File: src/sv/sxf_pkg.sv
// Shared types and constants for the sprite XOR framebuffer.
// No dependencies; imported by the core and the checker.
`timescale 1ns / 1ps

package sxf_pkg;

  // Command codes carried in the cmd field of an input transfer.
  localparam logic [1:0] CMD_CLEAR = 2'd0;
  localparam logic [1:0] CMD_DRAW  = 2'd1;
  localparam logic [1:0] CMD_READ  = 2'd2;

  localparam int unsigned SPRITE_BITS = 8;

  localparam logic [31:0] LIT_COLOR    = 32'h00FF_FFFF;
  localparam logic [31:0] ALPHA_OPAQUE = 32'hFF00_0000;

  typedef struct packed {
    logic [1:0]  cmd;
    logic [7:0]  x_pos;
    logic [7:0]  y_pos;
    logic [7:0]  sprite_row;
    logic [10:0] pixel_index;
  } sxf_in_t;

  typedef struct packed {
    logic        collision;
    logic [31:0] pixel_argb;
  } sxf_out_t;

  typedef enum logic [2:0] {
    S_IDLE,
    S_CLEAR,
    S_CALC,
    S_READ,
    S_MODIFY,
    S_DONE
  } sxf_state_e;

endpackage

File: src/sv/sprite_xor_framebuffer_core.sv
// Top level of the sprite XOR framebuffer: sequencer, address unit and output register.
// Depends on sxf_pkg and instantiates sxf_ram for the pixel store.
`timescale 1ns / 1ps

// The framebuffer keeps SCREEN_WIDTH*SCREEN_HEIGHT one-bit pixels in a RAM of
// 8-pixel words, leftmost pixel in the most significant bit. A single RAM port
// pair under a small sequencer does all the work, and the block takes one
// transfer at a time (in_stall_o is high while it works). A draw computes the
// linear start index x_pos + y_pos*SCREEN_WIDTH once, then does a read-modify-
// write on each of the two words the eight sprite pixels can touch. A read
// uses one read. A clear sweeps the RAM one word per cycle. After reset the
// same sweep runs once before the first input transfer is taken. Pixels past
// the right edge spill into the next row; pixels beyond the store are left
// alone and never collide. A finished result sits in an output register, so
// the next input transfer is taken while that result still waits for the
// consumer. The product of SCREEN_WIDTH and SCREEN_HEIGHT must be a multiple
// of eight.

module sprite_xor_framebuffer_core #(
  parameter int unsigned SCREEN_WIDTH  = 64,
  parameter int unsigned SCREEN_HEIGHT = 32
) (
  input  logic             clk_i,
  input  logic             rst_ni,
  input  logic             in_valid_i,
  output logic             in_stall_o,
  input  sxf_pkg::sxf_in_t in_data_i,
  output logic             out_valid_o,
  input  logic             out_stall_i,
  output sxf_pkg::sxf_out_t out_data_o
);

  import sxf_pkg::*;

  localparam int unsigned PIXEL_COUNT = SCREEN_WIDTH * SCREEN_HEIGHT;
  localparam int unsigned WORDS       = PIXEL_COUNT / SPRITE_BITS;
  localparam int unsigned WA          = $clog2(WORDS);
  // Largest start index is 255 + 255*SCREEN_WIDTH.
  localparam int unsigned BASE_W      = $clog2(255 * SCREEN_WIDTH + 256);
  // Word index of either touched word, one extra bit for the second word.
  localparam int unsigned CW          = BASE_W - 3 + 1;

  sxf_state_e state_q, state_d;

  sxf_in_t          item_q, item_d;
  logic [BASE_W-1:0] base_q, base_d;
  logic             part_q, part_d;
  logic             hit_q, hit_d;
  logic [WA-1:0]    clr_q, clr_d;
  logic             init_q, init_d;
  logic             out_valid_q, out_valid_d;
  sxf_out_t         out_q, out_d;

  logic             ram_we;
  logic [WA-1:0]    ram_waddr;
  logic [7:0]       ram_wdata;
  logic [WA-1:0]    ram_raddr;
  logic [7:0]       ram_rdata;

  logic             in_fire;
  logic             out_free;
  logic             clr_last;
  logic [CW-1:0]    word_cur;
  logic             word_ok;
  logic [7:0]       pat;
  logic [15:0]      mask16;
  logic [7:0]       mask;
  logic             is_draw;
  logic             is_read;

  assign in_fire  = in_valid_i && !in_stall_o;
  assign out_free = !out_valid_q || !out_stall_i;
  assign clr_last = (clr_q == WA'(WORDS - 1));
  assign is_draw  = (item_q.cmd == CMD_DRAW);
  assign is_read  = (item_q.cmd == CMD_READ);

  // Word touched in this pass and the pixel mask that lands in it. A read
  // uses a single-pixel pattern in place of the sprite row.
  assign word_cur = CW'(base_q[BASE_W-1:3]) + CW'(part_q);
  assign word_ok  = (32'(word_cur) < 32'(WORDS));
  assign pat      = is_read ? 8'h80 : item_q.sprite_row;
  assign mask16   = {pat, 8'h00} >> base_q[2:0];
  assign mask     = part_q ? mask16[7:0] : mask16[15:8];

  // Next-state logic of the sequencer.
  always_comb begin
    state_d = state_q;
    unique case (state_q)
      S_IDLE: begin
        if (in_fire) begin
          if (in_data_i.cmd == CMD_CLEAR) begin
            state_d = S_CLEAR;
          end else if (in_data_i.cmd == CMD_DRAW || in_data_i.cmd == CMD_READ) begin
            state_d = S_CALC;
          end else begin
            state_d = S_DONE;
          end
        end
      end
      S_CLEAR: begin
        if (clr_last) begin
          state_d = init_q ? S_IDLE : S_DONE;
        end
      end
      S_CALC:   state_d = S_READ;
      S_READ:   state_d = S_MODIFY;
      S_MODIFY: begin
        state_d = (is_draw && !part_q) ? S_READ : S_DONE;
      end
      S_DONE: begin
        if (out_free) begin
          state_d = S_IDLE;
        end
      end
      default:  state_d = S_IDLE;
    endcase
  end

  // Datapath and RAM controls for each state.
  always_comb begin
    item_d      = item_q;
    base_d      = base_q;
    part_d      = part_q;
    hit_d       = hit_q;
    clr_d       = clr_q;
    init_d      = init_q;
    out_d       = out_q;
    out_valid_d = out_valid_q && out_stall_i;
    ram_we      = 1'b0;
    ram_waddr   = word_cur[WA-1:0];
    ram_wdata   = ram_rdata ^ mask;
    ram_raddr   = word_cur[WA-1:0];

    unique case (state_q)
      S_IDLE: begin
        if (in_fire) begin
          item_d = in_data_i;
          clr_d  = '0;
        end
      end
      S_CLEAR: begin
        ram_we    = 1'b1;
        ram_waddr = clr_q;
        ram_wdata = '0;
        clr_d     = clr_q + WA'(1);
        hit_d     = 1'b0;
        if (clr_last) begin
          init_d = 1'b0;
        end
      end
      S_CALC: begin
        part_d = 1'b0;
        hit_d  = 1'b0;
        if (is_read) begin
          base_d = BASE_W'(item_q.pixel_index);
        end else begin
          base_d = BASE_W'(item_q.x_pos)
                 + BASE_W'(item_q.y_pos) * BASE_W'(SCREEN_WIDTH);
        end
      end
      S_READ: begin
        // Read address is driven by default.
      end
      S_MODIFY: begin
        if (word_ok) begin
          hit_d  = hit_q || (|(ram_rdata & mask));
          ram_we = is_draw;
        end
        part_d = 1'b1;
      end
      S_DONE: begin
        if (out_free) begin
          out_valid_d      = 1'b1;
          out_d.collision  = is_draw && hit_q;
          out_d.pixel_argb = is_read ? ((hit_q ? LIT_COLOR : 32'h0) | ALPHA_OPAQUE) : 32'h0;
        end
      end
      default: begin
      end
    endcase
  end

  always_ff @(posedge clk_i or negedge rst_ni) begin
    if (!rst_ni) begin
      state_q     <= S_CLEAR;
      clr_q       <= '0;
      init_q      <= 1'b1;
      out_valid_q <= 1'b0;
      part_q      <= 1'b0;
      hit_q       <= 1'b0;
    end else begin
      state_q     <= state_d;
      clr_q       <= clr_d;
      init_q      <= init_d;
      out_valid_q <= out_valid_d;
      part_q      <= part_d;
      hit_q       <= hit_d;
    end
  end

  always_ff @(posedge clk_i) begin
    item_q <= item_d;
    base_q <= base_d;
    out_q  <= out_d;
  end

  sxf_ram #(
    .WIDTH(SPRITE_BITS),
    .DEPTH(WORDS)
  ) u_pixel_ram (
    .clk_i  (clk_i),
    .we_i   (ram_we),
    .waddr_i(ram_waddr),
    .wdata_i(ram_wdata),
    .raddr_i(ram_raddr),
    .rdata_o(ram_rdata)
  );

  assign in_stall_o  = (state_q != S_IDLE);
  assign out_valid_o = out_valid_q;
  assign out_data_o  = out_q;

endmodule

File: src/sv/sxf_ram.sv
// Generic single-clock RAM: one write port, one read port, registered read data.
// No dependencies.
`timescale 1ns / 1ps

module sxf_ram #(
  parameter int unsigned WIDTH = 8,
  parameter int unsigned DEPTH = 256
) (
  input  logic                     clk_i,
  input  logic                     we_i,
  input  logic [$clog2(DEPTH)-1:0] waddr_i,
  input  logic [WIDTH-1:0]         wdata_i,
  input  logic [$clog2(DEPTH)-1:0] raddr_i,
  output logic [WIDTH-1:0]         rdata_o
);

  logic [WIDTH-1:0] mem_q [DEPTH];

  always_ff @(posedge clk_i) begin
    if (we_i) begin
      mem_q[waddr_i] <= wdata_i;
    end
    rdata_o <= mem_q[raddr_i];
  end

endmodule

File: config.mk
export PLATFORM = sky130hd
export DESIGN_NAME = sprite_xor_framebuffer_core
export DESIGN_NICKNAME = d
export VERILOG_FILES = /design/src/sv/sxf_pkg.sv /design/src/sv/sprite_xor_framebuffer_core.sv /design/src/sv/sxf_ram.sv
export SDC_FILE = /design/constraint.sdc
export NUM_CORES = 2
export LEC_CHECK = 0
export ABC_AREA = 1
export BUFFER_PORTS_ARGS = -buffer_cell sky130_fd_sc_hd__clkbuf_2
export CAP_MARGIN = 20
export CORE_AREA = 4 4 385 387
export CTS_CLUSTER_DIAMETER = 200
export CTS_CLUSTER_SIZE = 28
export DETAILED_ROUTE_END_ITERATION = 10
export DIE_AREA = 0 0 389 391
export HOLD_SLACK_MARGIN = 0.08
export PLACE_DENSITY = 0.74
export SLEW_MARGIN = 5
export SYNTH_ARGS = -nofsm -noshare
export SYNTH_HDL_FRONTEND = slang
export SYNTH_SLANG_ARGS = --single-unit
File: constraint.sdc
create_clock -name clk_i -period 7.5 [get_ports clk_i]
set_input_delay 0.375 -clock clk_i [delete_from_list [all_inputs] [get_ports clk_i]]
set_output_delay 0.375 -clock clk_i [all_outputs]
set_load 0.05 [all_outputs]
==> impl_results.md <==
- Critical path fanouts, max: 33
- Detailed router's first-iteration violation count: between 8,000 and 9,000
- Setup bufs post-CTS: 0
- Top_reg_cell synth: edfxtp_1
- Worst slack, placed: 2.63 ns
- Clk sink count: 2,126
- CTS resizes: 0
- CP max stage delay: 1.04 ns
- Critical path launch point: part_q
- Avg Cell Area, Syn: 11.8 um^2
- Die height: 391 um
- Hpwl dp: approximately 130,000 um
- Worst reg-to-reg setup slack: 2.57 ns
- Share of layout cells above drive strength 1: 0.0448
- Clock skew: 0.0511 ns
- Routed via count: between 50,000 and 60,000
- Worst IR Drop VDD: about 0.81 mV
- Drt drc: 0
- DRT Wirelength: between 200,000 and 250,000 um
- Setup_tns: 0 ns
- Final WS setup: 2.57 ns
- Max cap viols: 0
- HP Class: primary input to asynchronous set/reset pin
- Ports: 76
- Async SR Flop Fraction: 0.00706
- Post-synth EDFFs: 2,103
- CP most frequent cell: nand2_1
- Initial antenna violation count: 1
- Nets: 7,187
- DR WL/cell: 24.9 um
- Hold Fails Final Rpt: 0
- Syn nets: 7,424
- Yosys top cell area share: 0.729
- Die Wd: around 390 um
- Cts bufs inserted: 85
- Port buffer count: 75
- Grt ovf: 0
- CP endpoint kind: register
- Mapped Cells: between 7,000 and 8,000
- Max H-tree Level: 3
- Clock latency on the worst-skew pair: about 0.76 ns
- Slowest CP cell: nor2_1
- Register area share after synthesis: 0.735
- Power per standard cell area: 405 mW/mm^2
- Critical path class: register to register
- Pre-Repair DR Iteration Count: 7
- Outcome: completed
- RR Endpoint: u_pixel_ram.mem_q[186][2]
- CTS max path bufs: 3
- Final ANT Viol Nets: 0
- Total power: 36,800 uW
- LEAKAGE: roughly 0.031 uW
- Row count: 140
- Yosys reg bits: between 2,000 and 2,500
- Die Area: 0.152 mm^2
- Slew Viols, Final: 0
- Leading area contributor after synthesis: edfxtp_1
- Largest net degree at the start of global routing: roughly 230
- Setup violators final: 0
- Synth cell types: 46
- GP Congestion: between 0.9 and 1
- Tmin final: slightly below 5 ns
- Reg-to-Reg Start: part_q
- Worst r2r path cells: 14
- First-pass GRT wire length: 334,000 um
- RSZ-0062 raised after global routing: no
- Synth top area cells: edfxtp_1, nand3_1, nand2_1, clkbuf_1, nor2_1
- Clk slew on worst S/H paths: approximately 0.11 ns
- Crit path launch type: register
- Area of the mapped netlist: between 0.08 and 0.09 mm^2
- Post-route clock period utilization: 0.658
- Initial Utilization: 0.598
- Highest Clock Rate: ~0.2 GHz
- GRT Resource Usage Total: 0.292
- Tightest Pin Transition: approximately 1.3 ns
- Area Growth Syn to Fin: 5.02%
- Critical-path cell list: ha_1 -> nand3_2 -> nor2_1 -> nand2_1 -> nand2_1 -> nand2_1 -> buf_4 -> inv_2 -> nand2_1 -> o21ai_2 -> inv_2 -> nor2_2 -> nand2_2 -> nor2_1
- CP required: 7.86 ns
- CTS root buf: clkbuf_16
- Vias per cell: 6.28
- Synth Warn #: 0
- CTS tree: yes
- Core Region: roughly 0.14 mm^2
- Via count of the first global-routing pass: 53,900
- Worst path arrival time: 5.30 ns
- Slew HR: 0.151
## repair_timing
action | CTS | global route
hold buffers | 41 | 0
setup endpoints to repair | 0 | 0
endpoints found under the hold margin | 59 | 0
## cells in the mapped netlist (6+ instances only)
master    number
nor2_1       296
a21oi_1       13
dfxtp_1        8
nand2_2        9
ha_1          15
nand3_2       12
edfxtp_1    2103
o21ai_0       24
buf_2         63
o22ai_1        6
nand3_1     2036
buf_4         31
clkbuf_1     360
buf_1         62
dfrtp_1       13
inv_2         11
nand2_1     2187
nor2_2        10
inv_1         58
## per-stage QoR
step                cells  instance area [um^2]  utilization  hold WS [ns]
floorplan            7367                 86600            -        0.0794
finish               9079                 91000        0.628         0.138
detailed placement   8918                 88200        0.609         0.332
global route         9078                 91000        0.628         0.114
CTS                  9077                 91000        0.628        0.0896
global placement     8918                 88200        0.609         0.327
## per-layer routing
metal | part of all wire | track usage | vias up | routed length [um]
li1 | - | - | 25400 | -
met1 | 0.37 | 0.399 | 27400 | 83700
met2 | 0.46 | 0.459 | 3607 | 105000
met3 | 0.11 | 0.0589 | 613 | 25300
met4 | 0.054 | 0.135 | 0 | 12100
met5 | 0 | 0 | - | 0
## sequential cells by signal, summed over array words and instances, names as in the netlist
register	flops
out_valid_o	1
item_q	37
init_q	1
state_q	3
clr_q	8
hit_q	1
out_data_o	3
base_q	15
u_pixel_ram.mem_q	2048
u_pixel_ram.rdata_o	8
part_q	1
## cell families after synthesis
logic type               after synthesis  share of synthesized area
AND/OR/NAND/NOR                     4563                      0.229
flip-flops                          2126                      0.735
buffers and inverters                586                     0.0277
AO/OA/AOI/OAI                         68                    0.00488
adder cells (fa/ha/maj)               16                    0.00240
XOR/XNOR                               7                   0.000794
multiplexers                           1                   0.000116
## worst max-delay path: cells and delay by family, from the launching register on
family,cells,cell delay (ns)
and+or+nand+nor,9,2.53
DFF,1,0.54
buffers and inverters,3,1.02
adders and majority gates,1,0.23
AOI/OAI and AO/OA,1,0.16
## placed cells by master, fill, tap and decap left out, types with 3 or more instances in the layout
cell,instances
dfrtp_1,13
inv_6,3
o21ai_2,4
o21ai_0,24
buf_12,14
nand2_1,2186
inv_8,10
clkbuf_16,88
a21oi_1,13
nor2_4,3
clkbuf_1,25
buf_4,63
nand2_2,9
inv_1,50
o22ai_1,6
nand3_2,18
ha_1,13
o21ai_1,5
inv_2,9
xor2_4,3
dlygate4sd3_1,41
o221ai_1,3
nor3_1,4
nor2_2,10
nor2_1,295
dfxtp_1,8
clkbuf_2,75
nand3_1,2030
edfxtp_1,2103
## power by group
| part | internal (uW) | leakage (uW) | switching, uW | total (uW) |
|---|---|---|---|---|
| logic | 2680 | 0.0108 | 11600 | 14300 |
| registers | 16800 | 0.0194 | 146 | 16900 |
| clock network | 2170 | 0.00114 | 3410 | 5580 |
| total | 21600 | 0.0313 | 15200 | 36800 |
## layout make-up
| type | instances | area (um^2) |
|---|---|---|
| sequential | 2126 | 63700 |
| fill | 10900 | 53900 |
| multi-input combinational | 4655 | 20700 |
| tap | 1917 | 2400 |
| clock buffer | 113 | 2300 |
| timing repair buffer | 193 | 1540 |
| inverter | 69 | 334 |
| clock inverter | 5 | 46.3 |
| antenna | 1 | 2.50 |
## how the worst max path moves through the flow
stage	endpoint	depth (start not counted)
6_report	u_pixel_ram.mem_q[186][2]	14
5_1_grt	u_pixel_ram.mem_q[178][5]	14
2_1_floorplan	u_pixel_ram.mem_q[0][3]	12
3_5_place_dp	u_pixel_ram.mem_q[186][7]	14
4_1_cts	u_pixel_ram.mem_q[186][3]	14
3_3_place_gp	u_pixel_ram.mem_q[178][2]	14
(Power assumes the default switching activity.)
